<file path="src/rtl/core/cswin_pkg.sv">
`timescale 1ns / 1ps

package cswin_pkg;

    localparam int MAX_CHUNKS = 1024;
    localparam int IDX_W      = $clog2(MAX_CHUNKS);
    localparam int CNT_W      = 11;
    localparam int FLIGHT_W   = 7;
    localparam int TMO_W      = 16;
    localparam int TIME_W     = 32;
    localparam int CMD_W      = 2;

    // Bitmaps are held as rows of ROW_BITS chunks.
    localparam int ROW_BITS   = 32;
    localparam int BIT_AW     = $clog2(ROW_BITS);
    localparam int ROWS       = MAX_CHUNKS / ROW_BITS;
    localparam int ROW_AW     = $clog2(ROWS);

    localparam int IN_DATA_W  = 48;
    localparam int OUT_DATA_W = 40;

    localparam int CFG_IDX_W  = 2;
    localparam int CFG_DATA_W = 16;

    localparam logic [CFG_IDX_W-1:0] REG_TOTAL      = 2'd0;
    localparam logic [CFG_IDX_W-1:0] REG_MAX_FLIGHT = 2'd1;
    localparam logic [CFG_IDX_W-1:0] REG_TIMEOUT    = 2'd2;

    localparam logic [CNT_W-1:0]    TOTAL_RST   = 11'd0;
    localparam logic [FLIGHT_W-1:0] FLIGHT_RST  = 7'd1;
    localparam logic [TMO_W-1:0]    TIMEOUT_RST = 16'd10;

    typedef enum logic [CMD_W-1:0] {
        CMD_REQUEST    = 2'd0,
        CMD_MARK_SENT  = 2'd1,
        CMD_MARK_ACKED = 2'd2,
        CMD_NAME_ACK   = 2'd3
    } t_cmd_e;

    typedef struct packed {
        t_cmd_e              cmd;
        logic [IDX_W-1:0]    idx;
        logic                flag;
        logic [TIME_W-1:0]   now;
        logic                idx_err;
    } t_item;

    typedef struct packed {
        logic pop;
        logic clearing;
    } t_back_ctl;

    typedef struct packed {
        logic               chunk_valid;
        logic [IDX_W-1:0]   chunk_out;
        logic               is_resend;
        logic               index_error;
        logic [CNT_W-1:0]   sent_count;
        logic [CNT_W-1:0]   acked_count;
        logic               done_res;
    } t_result;

endpackage

</file>
<file path="src/rtl/core/cswin_ram.sv">
`timescale 1ns / 1ps

module cswin_ram #(
    parameter int WIDTH = 32,
    parameter int DEPTH = 32
) (
    input  logic                     i_clk,
    input  logic                     i_we,
    input  logic [$clog2(DEPTH)-1:0] i_waddr,
    input  logic [WIDTH-1:0]         i_wdata,
    input  logic [$clog2(DEPTH)-1:0] i_raddr,
    output logic [WIDTH-1:0]         o_rdata
);

    logic [WIDTH-1:0] r_mem [DEPTH];
    logic [WIDTH-1:0] r_rdata;

    always_ff @(posedge i_clk) begin
        if (i_we) begin
            r_mem[i_waddr] <= i_wdata;
        end
        r_rdata <= r_mem[i_raddr];
    end

    assign o_rdata = r_rdata;

endmodule

</file>
<file path="src/rtl/core/cswin_front.sv">
`timescale 1ns / 1ps

module cswin_front
    import cswin_pkg::*;
(
    input  logic                 i_clk,
    input  logic                 i_rst_n,
    input  logic                 i_s_tvalid,
    output logic                 o_s_tready,
    input  logic [IN_DATA_W-1:0] i_s_tdata,
    input  logic [CMD_W-1:0]     i_s_tuser,
    input  logic [CNT_W-1:0]     i_total,
    input  t_back_ctl            i_ctl,
    output logic                 o_q_valid,
    output t_item                o_q_item
);

    localparam int QDEPTH = 2;
    localparam int QCNT_W = $clog2(QDEPTH + 1);

    t_item               r_q [QDEPTH];
    logic                r_wr_ptr, n_wr_ptr;
    logic                r_rd_ptr, n_rd_ptr;
    logic [QCNT_W-1:0]   r_count, n_count;
    logic                w_accept;
    t_item               w_item;

    // Range check is done here so the back end only sees a ready-made flag.
    always_comb begin
        w_item.cmd     = t_cmd_e'(i_s_tuser);
        w_item.idx     = i_s_tdata[IDX_W-1:0];
        w_item.flag    = i_s_tdata[IDX_W];
        w_item.now     = i_s_tdata[IDX_W+1 +: TIME_W];
        w_item.idx_err = ((w_item.cmd == CMD_MARK_SENT) || (w_item.cmd == CMD_MARK_ACKED))
                         && (CNT_W'(w_item.idx) >= i_total);
    end

    assign o_s_tready = (r_count != QCNT_W'(QDEPTH)) && !i_ctl.clearing;
    assign w_accept   = i_s_tvalid && o_s_tready;
    assign o_q_valid  = (r_count != '0);
    assign o_q_item   = r_q[r_rd_ptr];

    always_comb begin
        n_wr_ptr = r_wr_ptr ^ w_accept;
        n_rd_ptr = r_rd_ptr ^ i_ctl.pop;
        n_count  = r_count + QCNT_W'(w_accept) - QCNT_W'(i_ctl.pop);
    end

    always_ff @(posedge i_clk) begin
        if (!i_rst_n) begin
            r_wr_ptr <= 1'b0;
            r_rd_ptr <= 1'b0;
            r_count  <= '0;
        end else begin
            r_wr_ptr <= n_wr_ptr;
            r_rd_ptr <= n_rd_ptr;
            r_count  <= n_count;
        end
    end

    always_ff @(posedge i_clk) begin
        if (w_accept) begin
            r_q[r_wr_ptr] <= w_item;
        end
    end

    a_pop_nonempty: assert property (@(posedge i_clk) disable iff (!i_rst_n)
        i_ctl.pop |-> (r_count != '0))
        else $error("back end popped an empty queue");

    a_count_bound: assert property (@(posedge i_clk) disable iff (!i_rst_n)
        r_count <= QCNT_W'(QDEPTH))
        else $error("queue fill count out of range");

    a_no_accept_clearing: assert property (@(posedge i_clk) disable iff (!i_rst_n)
        i_ctl.clearing |-> !w_accept)
        else $error("request accepted while the bitmaps were being cleared");

endmodule

</file>
<file path="src/rtl/core/cswin_back.sv">
`timescale 1ns / 1ps

module cswin_back
    import cswin_pkg::*;
(
    input  logic                i_clk,
    input  logic                i_rst_n,
    input  logic                i_q_valid,
    input  t_item               i_q_item,
    input  logic [CNT_W-1:0]    i_total,
    input  logic [FLIGHT_W-1:0] i_max_flight,
    input  logic [TMO_W-1:0]    i_timeout,
    input  logic                i_m_tready,
    output t_back_ctl           o_ctl,
    output logic                o_m_valid,
    output t_result             o_result
);

    typedef enum logic [7:0] {
        S_CLEAR    = 8'b0000_0001,
        S_IDLE     = 8'b0000_0010,
        S_DECIDE   = 8'b0000_0100,
        S_RMW_RD   = 8'b0000_1000,
        S_RMW_WR   = 8'b0001_0000,
        S_SCAN_RD  = 8'b0010_0000,
        S_SCAN_CHK = 8'b0100_0000,
        S_OUT      = 8'b1000_0000
    } t_state_e;

    typedef enum logic [1:0] {
        SCAN_NEW    = 2'd0,
        SCAN_UP     = 2'd1,
        SCAN_WRAP   = 2'd2
    } t_scan_e;

    typedef struct packed {
        logic             chunk_valid;
        logic [IDX_W-1:0] chunk_out;
        logic             is_resend;
        logic             index_error;
    } t_prop;

    t_state_e            r_state, n_state;
    t_scan_e             r_mode, n_mode;
    logic [ROW_AW-1:0]   r_row, n_row;
    logic [CNT_W-1:0]    r_from, n_from;
    t_item               r_item, n_item;
    t_prop               r_prop, n_prop;
    logic [CNT_W-1:0]    r_sent_total, n_sent_total;
    logic [CNT_W-1:0]    r_acked_total, n_acked_total;
    logic [CNT_W-1:0]    r_next_new, n_next_new;
    logic [CNT_W-1:0]    r_cursor, n_cursor;
    logic [TIME_W-1:0]   r_last_send, n_last_send;
    logic                r_name_acked, n_name_acked;
    logic                r_out_valid, n_out_valid;
    t_result             r_out, n_out;

    logic [ROW_BITS-1:0] w_sent_rdata, w_acked_rdata;
    logic [ROW_BITS-1:0] w_map_word, w_wdata, w_busy, w_lo_set, w_hi_keep;
    logic                w_sent_we, w_acked_we;
    logic [CNT_W-1:0]    w_total_m1, w_from_up;
    logic [ROW_AW-1:0]   w_last_row;
    logic [BIT_AW-1:0]   w_last_bit, w_hit_bit;
    logic                w_hit;
    logic [IDX_W-1:0]    w_hit_idx;
    logic signed [CNT_W:0] w_flight, w_max_s;
    logic                w_flight_ok, w_tmo_ok;
    logic [TIME_W-1:0]   w_elapsed;
    logic                w_bit_set;

    cswin_ram #(.WIDTH(ROW_BITS), .DEPTH(ROWS)) u_sent_map (
        .i_clk   (i_clk),
        .i_we    (w_sent_we),
        .i_waddr (r_row),
        .i_wdata (w_wdata),
        .i_raddr (r_row),
        .o_rdata (w_sent_rdata)
    );

    cswin_ram #(.WIDTH(ROW_BITS), .DEPTH(ROWS)) u_acked_map (
        .i_clk   (i_clk),
        .i_we    (w_acked_we),
        .i_waddr (r_row),
        .i_wdata (w_wdata),
        .i_raddr (r_row),
        .o_rdata (w_acked_rdata)
    );

    assign w_total_m1 = i_total - CNT_W'(1);
    assign w_last_row = w_total_m1[IDX_W-1:BIT_AW];
    assign w_last_bit = w_total_m1[BIT_AW-1:0];
    assign w_from_up  = r_cursor + CNT_W'(1);

    assign w_flight    = signed'({1'b0, r_sent_total}) - signed'({1'b0, r_acked_total});
    assign w_max_s     = signed'({{(CNT_W + 1 - FLIGHT_W){1'b0}}, i_max_flight});
    assign w_flight_ok = (w_flight <= w_max_s);

    // A negative elapsed time (stamp ahead of now) never allows a resend.
    assign w_elapsed = r_item.now - r_last_send;
    assign w_tmo_ok  = !w_elapsed[TIME_W-1] && (w_elapsed > TIME_W'(i_timeout));

    // Scan and read-modify-write both look at the map chosen by the command or scan mode.
    always_comb begin
        if (r_state == S_RMW_WR) begin
            w_map_word = (r_item.cmd == CMD_MARK_SENT) ? w_sent_rdata : w_acked_rdata;
        end else begin
            w_map_word = (r_mode == SCAN_NEW) ? w_sent_rdata : w_acked_rdata;
        end
    end

    assign w_bit_set = w_map_word[r_item.idx[BIT_AW-1:0]];
    assign w_wdata   = (r_state == S_CLEAR) ? '0
                     : (w_map_word | (ROW_BITS'(1) << r_item.idx[BIT_AW-1:0]));
    assign w_sent_we  = (r_state == S_CLEAR)
                     || ((r_state == S_RMW_WR) && (r_item.cmd == CMD_MARK_SENT));
    assign w_acked_we = (r_state == S_CLEAR)
                     || ((r_state == S_RMW_WR) && (r_item.cmd == CMD_MARK_ACKED));

    // Chunks below the scan start and at or above the total count as taken.
    assign w_lo_set  = ~({ROW_BITS{1'b1}} << r_from[BIT_AW-1:0]);
    assign w_hi_keep = {ROW_BITS{1'b1}} >> (BIT_AW'(ROW_BITS - 1) - w_last_bit);

    always_comb begin
        w_busy = w_map_word;
        if (r_row == r_from[IDX_W-1:BIT_AW]) begin
            w_busy = w_busy | w_lo_set;
        end
        if (r_row == w_last_row) begin
            w_busy = w_busy | ~w_hi_keep;
        end
    end

    always_comb begin
        w_hit     = 1'b0;
        w_hit_bit = '0;
        for (int i = ROW_BITS - 1; i >= 0; i--) begin
            if (!w_busy[i]) begin
                w_hit     = 1'b1;
                w_hit_bit = BIT_AW'(i);
            end
        end
    end

    assign w_hit_idx = {r_row, w_hit_bit};

    always_comb begin
        n_state       = r_state;
        n_mode        = r_mode;
        n_row         = r_row;
        n_from        = r_from;
        n_item        = r_item;
        n_prop        = r_prop;
        n_sent_total  = r_sent_total;
        n_acked_total = r_acked_total;
        n_next_new    = r_next_new;
        n_cursor      = r_cursor;
        n_last_send   = r_last_send;
        n_name_acked  = r_name_acked;
        n_out_valid   = r_out_valid && !i_m_tready;
        n_out         = r_out;
        o_ctl.pop      = 1'b0;
        o_ctl.clearing = (r_state == S_CLEAR);

        unique case (r_state)
            S_CLEAR: begin
                n_row = r_row + ROW_AW'(1);
                if (r_row == ROW_AW'(ROWS - 1)) begin
                    n_state = S_IDLE;
                end
            end
            S_IDLE: begin
                if (i_q_valid) begin
                    o_ctl.pop = 1'b1;
                    n_item    = i_q_item;
                    n_prop    = '0;
                    n_state   = S_DECIDE;
                end
            end
            S_DECIDE: begin
                n_state = S_OUT;
                unique case (r_item.cmd) inside
                    CMD_REQUEST: begin
                        if (r_acked_total < i_total) begin
                            if (w_flight_ok) begin
                                if (r_next_new >= i_total) begin
                                    n_mode  = SCAN_NEW;
                                    n_from  = '0;
                                    n_row   = '0;
                                    n_state = S_SCAN_RD;
                                end else begin
                                    n_prop.chunk_valid = 1'b1;
                                    n_prop.chunk_out   = r_next_new[IDX_W-1:0];
                                    n_next_new         = r_next_new + CNT_W'(1);
                                end
                            end else if (w_tmo_ok) begin
                                n_state = S_SCAN_RD;
                                if (w_from_up < i_total) begin
                                    n_mode = SCAN_UP;
                                    n_from = w_from_up;
                                    n_row  = w_from_up[IDX_W-1:BIT_AW];
                                end else begin
                                    n_mode = SCAN_WRAP;
                                    n_from = '0;
                                    n_row  = '0;
                                end
                            end
                        end
                    end
                    CMD_MARK_SENT, CMD_MARK_ACKED: begin
                        if (r_item.idx_err) begin
                            n_prop.index_error = 1'b1;
                        end else begin
                            n_row   = r_item.idx[IDX_W-1:BIT_AW];
                            n_state = S_RMW_RD;
                        end
                    end
                    CMD_NAME_ACK: begin
                        n_name_acked = r_item.flag;
                    end
                    default: begin
                        n_state = S_OUT;
                    end
                endcase
            end
            S_RMW_RD: begin
                n_state = S_RMW_WR;
            end
            S_RMW_WR: begin
                if (r_item.cmd == CMD_MARK_SENT) begin
                    n_last_send = r_item.now;
                    if (!w_bit_set) begin
                        n_sent_total = r_sent_total + CNT_W'(1);
                    end
                end else if (!w_bit_set) begin
                    n_acked_total = r_acked_total + CNT_W'(1);
                end
                n_state = S_OUT;
            end
            S_SCAN_RD: begin
                n_state = S_SCAN_CHK;
            end
            S_SCAN_CHK: begin
                if (w_hit) begin
                    n_prop.chunk_valid = 1'b1;
                    n_prop.chunk_out   = w_hit_idx;
                    if (r_mode == SCAN_NEW) begin
                        n_next_new = CNT_W'(w_hit_idx) + CNT_W'(1);
                    end else begin
                        n_cursor         = CNT_W'(w_hit_idx);
                        n_prop.is_resend = 1'b1;
                    end
                    n_state = S_OUT;
                end else if (r_row != w_last_row) begin
                    n_row   = r_row + ROW_AW'(1);
                    n_state = S_SCAN_RD;
                end else begin
                    n_state = S_OUT;
                    case (r_mode)
                        SCAN_NEW: begin
                            n_next_new = i_total;
                        end
                        SCAN_UP: begin
                            // Nothing after the cursor: wrap round to the first chunk.
                            n_mode  = SCAN_WRAP;
                            n_from  = '0;
                            n_row   = '0;
                            n_state = S_SCAN_RD;
                        end
                        default: begin
                            n_state = S_OUT;
                        end
                    endcase
                end
            end
            S_OUT: begin
                if (!r_out_valid || i_m_tready) begin
                    n_out.chunk_valid = r_prop.chunk_valid;
                    n_out.chunk_out   = r_prop.chunk_out;
                    n_out.is_resend   = r_prop.is_resend;
                    n_out.index_error = r_prop.index_error;
                    n_out.sent_count  = r_sent_total;
                    n_out.acked_count = r_acked_total;
                    n_out.done_res    = (r_acked_total >= i_total) && r_name_acked;
                    n_out_valid       = 1'b1;
                    n_state           = S_IDLE;
                end
            end
            default: begin
                n_state = S_IDLE;
            end
        endcase
    end

    always_ff @(posedge i_clk) begin
        if (!i_rst_n) begin
            r_state       <= S_CLEAR;
            r_mode        <= SCAN_NEW;
            r_row         <= '0;
            r_sent_total  <= '0;
            r_acked_total <= '0;
            r_next_new    <= '0;
            r_cursor      <= '0;
            r_last_send   <= '0;
            r_name_acked  <= 1'b0;
            r_out_valid   <= 1'b0;
        end else begin
            r_state       <= n_state;
            r_mode        <= n_mode;
            r_row         <= n_row;
            r_sent_total  <= n_sent_total;
            r_acked_total <= n_acked_total;
            r_next_new    <= n_next_new;
            r_cursor      <= n_cursor;
            r_last_send   <= n_last_send;
            r_name_acked  <= n_name_acked;
            r_out_valid   <= n_out_valid;
        end
    end

    always_ff @(posedge i_clk) begin
        r_from <= n_from;
        r_item <= n_item;
        r_prop <= n_prop;
        r_out  <= n_out;
    end

    assign o_m_valid = r_out_valid;
    assign o_result  = r_out;

    a_sent_bound: assert property (@(posedge i_clk) disable iff (!i_rst_n)
        r_sent_total <= CNT_W'(MAX_CHUNKS))
        else $error("sent count exceeds chunk capacity");

    a_acked_bound: assert property (@(posedge i_clk) disable iff (!i_rst_n)
        r_acked_total <= CNT_W'(MAX_CHUNKS))
        else $error("acknowledged count exceeds chunk capacity");

    a_scan_in_range: assert property (@(posedge i_clk) disable iff (!i_rst_n)
        (r_state == S_SCAN_RD) |-> (r_row <= w_last_row))
        else $error("bitmap scan ran past the last row");

    a_result_from_out: assert property (@(posedge i_clk) disable iff (!i_rst_n)
        $rose(r_out_valid) |-> $past(r_state == S_OUT))
        else $error("result presented outside the output state");

endmodule

</file>
<file path="src/rtl/core/chunk_send_window_scheduler.sv">
`timescale 1ns / 1ps

// Sender-side chunk scheduler with selective-repeat resend.
// Commands enter on the s_axis channel (command in tuser); each command
// yields exactly one result on the m_axis channel, in order. Registers
// total_chunks, max_in_flight and resend_timeout are written through the
// cfg channel (index 0, 1, 2), which is always ready; write them only while
// no command is outstanding.
// A two-entry queue lets the input side accept commands while the back end
// is busy or the result register waits. A plain request or name flag passes
// through the decide and output states to the result register; an in-range
// mark sent or mark acknowledged adds a read and a write state (one
// read-modify-write of a 32-chunk bitmap row). Requests that must search a
// bitmap add a read and a check state per 32-chunk row visited; a wrapped
// resend search can visit every row twice. This single back end takes one
// command at a time from the queue. After reset both bitmaps are cleared,
// one row per cycle, while s_axis_tready is low. If m_axis_tready stays
// low, one result waits in the output register, the queue fills and
// s_axis_tready drops.
module chunk_send_window_scheduler
    import cswin_pkg::*;
(
    input  logic                  i_clk,
    input  logic                  i_rst_n,
    input  logic                  s_axis_tvalid,
    output logic                  s_axis_tready,
    // chunk_index [9:0], flag_value [10], now_ms [42:11], zero [47:43]
    input  logic [IN_DATA_W-1:0]  s_axis_tdata,
    // command [1:0]
    input  logic [CMD_W-1:0]      s_axis_tuser,
    output logic                  m_axis_tvalid,
    input  logic                  m_axis_tready,
    // chunk_valid [0], chunk_out [10:1], index_error [11], sent_count [22:12],
    // acked_count [33:23], done_res [34], zero [39:35]
    output logic [OUT_DATA_W-1:0] m_axis_tdata,
    // is_resend [0]
    output logic                  m_axis_tuser,
    input  logic                  i_cfg_valid,
    output logic                  o_cfg_ready,
    input  logic [CFG_IDX_W-1:0]  i_cfg_index,
    input  logic [CFG_DATA_W-1:0] i_cfg_data
);

    logic [CNT_W-1:0]    r_total;
    logic [FLIGHT_W-1:0] r_max_flight;
    logic [TMO_W-1:0]    r_timeout;
    logic [CNT_W-1:0]    w_eff_total;
    t_back_ctl           w_ctl;
    logic                w_q_valid;
    t_item               w_q_item;
    t_result             w_result;

    assign o_cfg_ready = 1'b1;

    always_ff @(posedge i_clk) begin
        if (!i_rst_n) begin
            r_total      <= TOTAL_RST;
            r_max_flight <= FLIGHT_RST;
            r_timeout    <= TIMEOUT_RST;
        end else if (i_cfg_valid && o_cfg_ready) begin
            unique case (i_cfg_index)
                REG_TOTAL:      r_total      <= i_cfg_data[CNT_W-1:0];
                REG_MAX_FLIGHT: r_max_flight <= i_cfg_data[FLIGHT_W-1:0];
                REG_TIMEOUT:    r_timeout    <= i_cfg_data[TMO_W-1:0];
                default: begin
                end
            endcase
        end
    end

    // Totals above the bitmap size behave as the bitmap size.
    assign w_eff_total = (r_total > CNT_W'(MAX_CHUNKS)) ? CNT_W'(MAX_CHUNKS) : r_total;

    cswin_front u_front (
        .i_clk      (i_clk),
        .i_rst_n    (i_rst_n),
        .i_s_tvalid (s_axis_tvalid),
        .o_s_tready (s_axis_tready),
        .i_s_tdata  (s_axis_tdata),
        .i_s_tuser  (s_axis_tuser),
        .i_total    (w_eff_total),
        .i_ctl      (w_ctl),
        .o_q_valid  (w_q_valid),
        .o_q_item   (w_q_item)
    );

    cswin_back u_back (
        .i_clk        (i_clk),
        .i_rst_n      (i_rst_n),
        .i_q_valid    (w_q_valid),
        .i_q_item     (w_q_item),
        .i_total      (w_eff_total),
        .i_max_flight (r_max_flight),
        .i_timeout    (r_timeout),
        .i_m_tready   (m_axis_tready),
        .o_ctl        (w_ctl),
        .o_m_valid    (m_axis_tvalid),
        .o_result     (w_result)
    );

    assign m_axis_tdata = {
        (OUT_DATA_W - 35)'(0),
        w_result.done_res,
        w_result.acked_count,
        w_result.sent_count,
        w_result.index_error,
        w_result.chunk_out,
        w_result.chunk_valid
    };
    assign m_axis_tuser = w_result.is_resend;

endmodule
</file>
<file path="config.mk">
export PLATFORM = sky130hd
export DESIGN_NAME = chunk_send_window_scheduler
export DESIGN_NICKNAME = d
export VERILOG_FILES = /design/src/rtl/core/cswin_pkg.sv /design/src/rtl/core/cswin_ram.sv /design/src/rtl/core/cswin_front.sv /design/src/rtl/core/cswin_back.sv /design/src/rtl/core/chunk_send_window_scheduler.sv
export SDC_FILE = /design/constraint.sdc
export NUM_CORES = 2
export LEC_CHECK = 0
export BUFFER_PORTS_ARGS = -buffer_cell sky130_fd_sc_hd__buf_2
export CAP_MARGIN = 20
export CORE_ASPECT_RATIO = 0.7
export CORE_MARGIN = 2
export CORE_UTILIZATION = 55
export DETAILED_ROUTE_END_ITERATION = 7
export GPL_ROUTABILITY_DRIVEN = 0
export PLACE_DENSITY = 0.71
export SYNTH_ARGS = -nofsm -noshare
export SYNTH_HDL_FRONTEND = slang
export SYNTH_SLANG_ARGS = --single-unit
</file>
<file path="constraint.sdc">
create_clock -name i_clk -period 17.7 [get_ports i_clk]
set_clock_uncertainty 0.2 [all_clocks]
set_input_delay 0.885 -clock i_clk [delete_from_list [all_inputs] [get_ports i_clk]]
set_output_delay 0.885 -clock i_clk [all_outputs]
set_load 0.01 [all_outputs]
</file>
# Word level (Yosys, flattened, before mapping)
# Memories as Yosys holds them, arrays and structs flattened. A register that Yosys moved wholly into a read port is not among the register bits.
# Cells that the tools add are included.
totals:
  output_inout_bits: 44
  inputBits: 73
  ram_bits: 2140
  regBits: 189
  elab_cells: 301
  memories: 3
classes:
  order_cmp: 9
  bitwise: 10
  n_eq_ne: 45
  n_addsub: 12
  n_mux: 148
  shift: 3
  reduce_logical: 43
memory_table:
  columns: ["memory", "depth", "width", "read_ports", "rd_ports_with_merged_regs", "wr", "line", "text"]
  rows:
  - ["u_back.u_acked_map.r_mem", 32, 32, 1, 1, 1, "cswin_ram.sv:15", "logic [WIDTH-1:0] r_mem [DEPTH];"]
  - ["u_back.u_sent_map.r_mem", 32, 32, 1, 1, 1, "cswin_ram.sv:15", null]
  - ["u_front.r_q", 2, 46, 1, 1, 1, "cswin_front.sv:21", "t_item r_q [QDEPTH];"]
ops:
  columns: ["op", "count"]
  rows:
  - ["$mux 5", 41]
  - ["$mux 32", 6]
  - ["$mux 11", 13]
  - ["$or 32x32->32", 3]
  - ["$mux 10", 9]
  - ["$mux 8", 11]
  - ["$not 32->32", 2]
  - ["$pmux 8 s8", 1]
  - ["$mux 1", 46]
  - ["$add 11x1->11 const B", 3]
  - ["$pmux 11 s3", 1]
  - ["$gt 32x16->1", 1]
  - ["$shl 1x5->32 const A", 1]
  - ["$shl 32x5->32 const A", 1]
  - ["$shr 32x5->32 const A", 1]
  - ["$sub 32x32->32", 1]
  - ["$add 10x1->11 const B", 2]
  - ["$ge 11x11->1", 2]
  - ["$lt 11x11->1", 2]
  - ["$pmux 11 s2", 1]
  - ["$pmux 10 s2", 1]
  - ["$mux 2", 9]
  - ["$ne 2x1->1 const B", 9]
  - ["$pmux 8 s2", 1]
  - ["other kinds (50)", 102]

# Logic depth before layout (Yosys ltp)
depth:
  ltp_word: 44
  depth_mapped: 27
  depth_no_buf: 26

# By module
# A second synthesis with hierarchy kept.
hier_totals:
  hier_cells: 6749
  hier_area_um2: 101822.7
modules_own_cells:
  columns: ["module", "cells_per_inst", "seq_area_each_um2", "area_each_um2", "instances"]
  rows:
  - ["cswin_ram at u_back.u_sent_map", 2260, 31390.1, 40492.6, 1]
  - ["cswin_ram at u_back.u_acked_map", 2260, 31390.1, 40490.1, 1]
  - ["cswin_back", 1870, 4994.8, 15387.3, 1]
  - ["cswin_front", 205, 2862.7, 4013.8, 1]
  - ["chunk_send_window_scheduler", 154, 680.7, 1438.9, 1]

# Least setup slack after synthesis
# Ideal clock, no wire load.
synth_timing:
  kind: "flip-flop to flip-flop"
  start: "reg u_back.r_acked_total[0]"
  end: "reg u_back.r_prop[10] (netlist bit) (enable)"
  t_arrival_ps: 5424
  stages_incl_launch_ff: 19
  required_ps: 17088
  setup_ps: 412
  path_slack_ps: 11663
  synth_period_minus_slack_ps: 6037
  path_cell_list: "dfxtp_1 ha_1 inv_1 fa_1 a21o_1 a21oi_1 nor2b_1 o31a_1 a21oi_1 ha_1 o21a_1 o22ai_1 a21oi_1 a211o_1 a2111oi_0 a21oi_1 a2111oi_0 a21oi_1 nor4b_1"
synth_between:
  elab_chain_len: 4
synth_rtl:
  columns: ["item", "line", "text"]
  rows:
  - ["from (decl)", "cswin_back.sv:50", "logic [CNT_W-1:0] r_acked_total, n_acked_total;"]
  - ["from (signal assigned)", "cswin_back.sv:311", "r_acked_total <= n_acked_total;"]
  - ["$sub 11x11->12", "cswin_back.sv:94", "assign w_flight = signed'({1'b0, r_sent_total}) - signed'({1'b0, r_acked_total});"]
  - ["$le 12x8->1", "cswin_back.sv:96", "assign w_flight_ok = (w_flight <= w_max_s);"]
  - ["$ne 2x1->1 (no source line)", null, null]
  - ["$reduce_and 7->1 (no source line) (*)", null, null]
  - ["to (signal assigned)", "cswin_back.sv:323", "r_prop <= n_prop;"]
  - ["to (decl)", "cswin_back.sv:48", "t_prop r_prop, n_prop;"]
# Mark *: on every way between the ends. The rest lies on a longest branch, timed or not.
# A chain may end at the register's enable or synchronous reset.

# Worst setup path in the final report
layout_timing:
  start: "reg r_total[10]"
  end: "reg u_back.r_next_new[6]"
layout_between:
  elab_chain_len: 44
layout_rtl:
  columns: ["item", "line", "text"]
  rows:
  - ["from (decl)", "chunk_send_window_scheduler.sv:44", "logic [CNT_W-1:0] r_total;"]
  - ["from (signal assigned)", "chunk_send_window_scheduler.sv:62", "REG_TOTAL: r_total <= i_cfg_data[CNT_W-1:0];"]
  - ["$gt 11x11->1 (*)", "chunk_send_window_scheduler.sv:72", "assign w_eff_total = (r_total > CNT_W'(MAX_CHUNKS)) ? CNT_W'(MAX_CHUNKS) : r_total;"]
  - ["$mux 11 (*)", "chunk_send_window_scheduler.sv:72", null]
  - ["$sub 10x1->10 (*)", "cswin_back.sv:89", "assign w_total_m1 = i_total - CNT_W'(1);"]
  - ["$sub 5x5->5", "cswin_back.sv:121", "assign w_hi_keep = {ROW_BITS{1'b1}} >> (BIT_AW'(ROW_BITS - 1) - w_last_bit);"]
  - ["$shr 32x5->32", "cswin_back.sv:121", null]
  - ["$not 32->32", "cswin_back.sv:129", "w_busy = w_busy | ~w_hi_keep;"]
  - ["$or 32x32->32", "cswin_back.sv:129", null]
  - ["$mux 32 (*)", "cswin_back.sv:128", "if (r_row == w_last_row) begin"]
  - ["$mux 5 (31 in a row)", "cswin_back.sv:137", "if (!w_busy[i]) begin"]
  - ["$mux 5 (*)", "cswin_back.sv:137", null]
  - ["named net u_back.w_hit_bit[1]", "cswin_back.sv:63", "logic [BIT_AW-1:0] w_last_bit, w_hit_bit;"]
  - ["$add 10x1->11 (*)", "cswin_back.sv:247", "n_next_new = CNT_W'(w_hit_idx) + CNT_W'(1);"]
  - ["$mux 11 (*)", "cswin_back.sv:246", "if (r_mode == SCAN_NEW) begin"]
  - ["$mux 11 (*)", "cswin_back.sv:243", "if (w_hit) begin"]
  - ["$pmux 11 s2 (*)", "cswin_back.sv:164", "unique case (r_state)"]
  - ["to (signal assigned)", "cswin_back.sv:312", "r_next_new <= n_next_new;"]
  - ["to (decl)", "cswin_back.sv:51", "logic [CNT_W-1:0] r_next_new, n_next_new;"]
# Mark *: on every way through the listed nets, which the timed path passes. The rest lies on a longest branch. The select of a mux whose other input is x is not followed.

==> flow_metrics.tcl <==
set metrics [dict create \
    outcome "complete, no violations" \
    p_switching_mw 4.14 \
    synth_cell_types 96 \
    vias 54400 \
    post-route-min-period_ps 7870 \
    timing.rr.start "r_total[10]$_SDFFE_PN0P_" \
    fp.dieW_um 508 \
    clk_pin_slew_ps 70 \
    first_global_vias 51600 \
    synth_warnings 0 \
    m1WireLength_mm 106 \
    n_antenna_cell 0 \
    rsz0062_at_grt "no" \
    synth_simple_gate_area_share_pct 4.51 \
    worst_skew_pair.late_latency_ps 880 \
    hold_depth 1 \
    start_kind "register" \
    first_pass_iters 6 \
    critical_path.max_fanout 21 \
    fin_hold_ws_ps 51.6 \
    crit_path_end_kind "register" \
    start_util_pct 55.4 \
    root_buffer "clkbuf_16" \
    clkPwrFrac_pct 31.8 \
    fin_setup_tns_ps 0 \
    h-tree-depth 4 \
    hold_buffers 40 \
    max-vdd-ir-drop_uv 101 \
    fin_ws_ps 9830 \
    slew_viol_final 0 \
    fin_util_pct 62.2 \
    synth_edf_count 2245 \
    wl_met2_mm 109 \
    period_share_pct 44.4 \
    routedWlPerCell_um 31.5 \
    postCtsSetupBuffers 0 \
    crit_path_end "u_back.r_next_new[6]$_SDFFE_PN0P_" \
    async_flop_share_pct 0 \
    clock_sinks 2439 \
    syn_to_final_growth_pct 12.4 \
    synthFlopType "edfxtp_1" \
    cts_tree "done" \
    critical_path_class "reg -> reg" \
    antenna_left 0 \
    synth_compound_area_share_pct 5.44 \
    final-setup-viol-count 0 \
    maxCapViolCount 0 \
    dieArea_um2 181000 \
    crit_arrival_ps 8440 \
    crit_path_start "r_total[10]$_SDFFE_PN0P_" \
    r2r-end "u_back.r_next_new[6]$_SDFFE_PN0P_" \
    sw_frac_of_total_pct 28.0 \
    synth-seq-cells 2439 \
    grt_first_pass_wirelength_mm 365 \
    tightest_slew_ps 1170 \
    power_frac_seq_pct 48.6 \
    antenna_found_initial 2 \
    drive_gt1_share_pct 22.6 \
    wirelength_mm 256 \
    synth_cells 5323 \
    io_pins 117 \
    dr.max_layer_used "met4" \
    grt_usage_pct 28.1 \
    dp_slack_ps 10300 \
    rows 129 \
    hold_class "in -> reg" \
    cts-buffers-inserted 212 \
    fin_nets 5769 \
    grt.overflow.total 0 \
    fin_cells 8111 \
    synthAdderAreaFrac_pct 1.69 \
    synth_top_family_by_area "multiplexers" \
    syn_area_um2 97700 \
    combPwrFrac_pct 19.6 \
    p_per_area_nw_per_um2 134 \
    p_leak_nw 34.9 \
    core-area_um2 177000 \
    p_int_mw 10.6 \
    port_buffers 105 \
    grt_max_degree 140 \
    crit_required_ps 18270 \
    syn_avg_cell_area_um2 18.4 \
    drt-initial-drc-count 8881 \
    die_y_um 357 \
    ys_seq_area_share_pct 72.9 \
    viasPerCell 6.71 \
    rrSetupSlack_ps 9830 \
    maxSlewHeadroom_pct 21.8 \
    dp.cells 7661 \
    drc 0 \
    hold_violations 0 \
    clockBufferDepth 3 \
    wl_met3_mm 34.9 \
    r2r_cells 21 \
    cts_resized 0 \
    synth-xor-area-share_pct 0.663 \
    dp_hpwl_mm 141 \
    synth_mux_area_share_pct 13.2 \
    timing.fmax_mhz 127 \
]
==> Yosys cell counts (35+ instances only) <==
master    instances  share of area, %
a21o_1           37              0.28
a21oi_1         195               1.0
a22oi_1         253               1.9
and3_1           35              0.22
buf_1            90              0.35
clkbuf_1        169              0.65
dfxtp_1         194               4.0
edfxtp_1       2245                69
ha_1            129               1.7
inv_1           112              0.43
mux2_2           47              0.54
mux2i_1          62              0.63
mux4_2          522                12
nand2_1         241              0.93
nand3_1          57              0.29
nand4_1          85              0.54
nor2_1          220              0.84
nor3_1           40              0.20
o21ai_0          97              0.50
xnor2_1          49              0.44
==> state kept, by name, indices dropped and copies added, names as in the netlist, 13 cells and up <==
signal                      cells
r_timeout                      16
u_back.o_result                36
u_back.r_item                  46
u_back.r_last_send             32
u_back.r_prop                  13
u_back.u_acked_map.o_rdata     32
u_back.u_acked_map.r_mem     1024
u_back.u_sent_map.o_rdata      32
u_back.u_sent_map.r_mem      1024
u_front.r_q                    92
==> power by group through the flow <==
stage	Combinational, mW	Clock (mW)	Sequential [mW]
floorplan	1.80	0	7.17
global placement	2.77	0	7.26
detailed placement	2.82	0	7.28
CTS	2.84	4.75	7.16
global route	3.04	4.96	7.18
finish	2.89	4.69	7.17
==> cell families (layout without fill, tap and decap cells) <==
| family | after synthesis | count (layout) |
|---|---|---|
| simple gates | 876 | 876 |
| mux | 631 | 631 |
| buf+inv | 389 | 815 |
| xor+xnor | 74 | 74 |
| flops | 2439 | 2439 |
| fa+ha+maj | 131 | 131 |
| compound gates | 781 | 781 |
| other cells | 2 | 6 |
==> final cells by class <==
class	count	area, µm²
multi-input combinational	2499	25900
inverter	113	425
fill	12200	66800
clock buffer	303	5990
timing repair buffer	300	2190
tap	2358	2950
sequential	2439	71300
clock inverter	99	1070
==> how the worst min path moves through the flow <==
stage                                     from                             to  slack, ps
finish                         s_axis_tuser[1]   u_front.r_q[1][45]$_DFFE_PP_         50
global route                   s_axis_tuser[1]   u_front.r_q[1][45]$_DFFE_PP_         40
CTS                            s_axis_tdata[5]   u_front.r_q[0][39]$_DFFE_PP_        0.2
detailed placement  u_back.r_prop[5]$_DFFE_PP_  u_back.o_result[28]$_DFFE_PP_        210
global placement    u_back.r_prop[0]$_DFFE_PP_  u_back.o_result[23]$_DFFE_PP_        210
floorplan           u_back.r_prop[0]$_DFFE_PP_  u_back.o_result[23]$_DFFE_PP_        200
==> cells in the final DEF (no fill, tap or decap), drive strengths merged, types with 16 or more instances in the layout <==
cell type / Yosys / layout
nor3: 41 / 41
xnor2: 49 / 49
nor4: 22 / 22
nor2b: 25 / 25
bufinv: 0 / 16
clkbuf: 169 / 303
nand2: 241 / 241
nand2b: 25 / 25
a21oi: 196 / 196
nand3: 57 / 57
o21ai: 99 / 99
o21a: 33 / 33
clkinv: 1 / 69
ha: 129 / 129
nand4: 85 / 85
dlygate4sd3: 0 / 40
buf: 107 / 260
a21o: 37 / 37
and2: 23 / 23
dfxtp: 194 / 194
nor3b: 25 / 25
mux2: 47 / 47
xor2: 25 / 25
nor2: 221 / 221
mux2i: 62 / 62
inv: 112 / 123
mux4: 522 / 522
and3: 35 / 35
edfxtp: 2245 / 2245
a22oi: 253 / 253
or3: 18 / 18
==> metal layers <==
layer,up-vias,global-route usage [%]
met5,-,0
met4,0,7.36
met3,404,7.86
met2,3710,38.7
met1,28200,44.3
li1,22200,-
==> per-stage QoR <==
step                      cell area [µm²]  power, mW
after floorplan                     97800       8.97
after global placement             102000       10.0
after detailed placement           102000       10.1
after CTS                          110000       14.7
after global routing               110000       15.2
final                              110000       14.8
==> critical path, cell delays in order, from the launching register on <==
cell	delay, ps
dfxtp_1	310
buf_4	280
inv_1	350
nand2_1	560
ha_1	560
or3b_1	430
o41ai_1	360
o21a_1	210
o32ai_4	140
nor3_1	830
buf_4	330
a221oi_1	100
o21ai_0	180
a21bo_2	290
or4_1	550
a211oi_2	580
ha_1	340
and2_1	220
nand3_1	170
xnor2_1	190
or4_1	400
a21oi_1	140
Note: power is estimated with default switching activity, not from simulation.
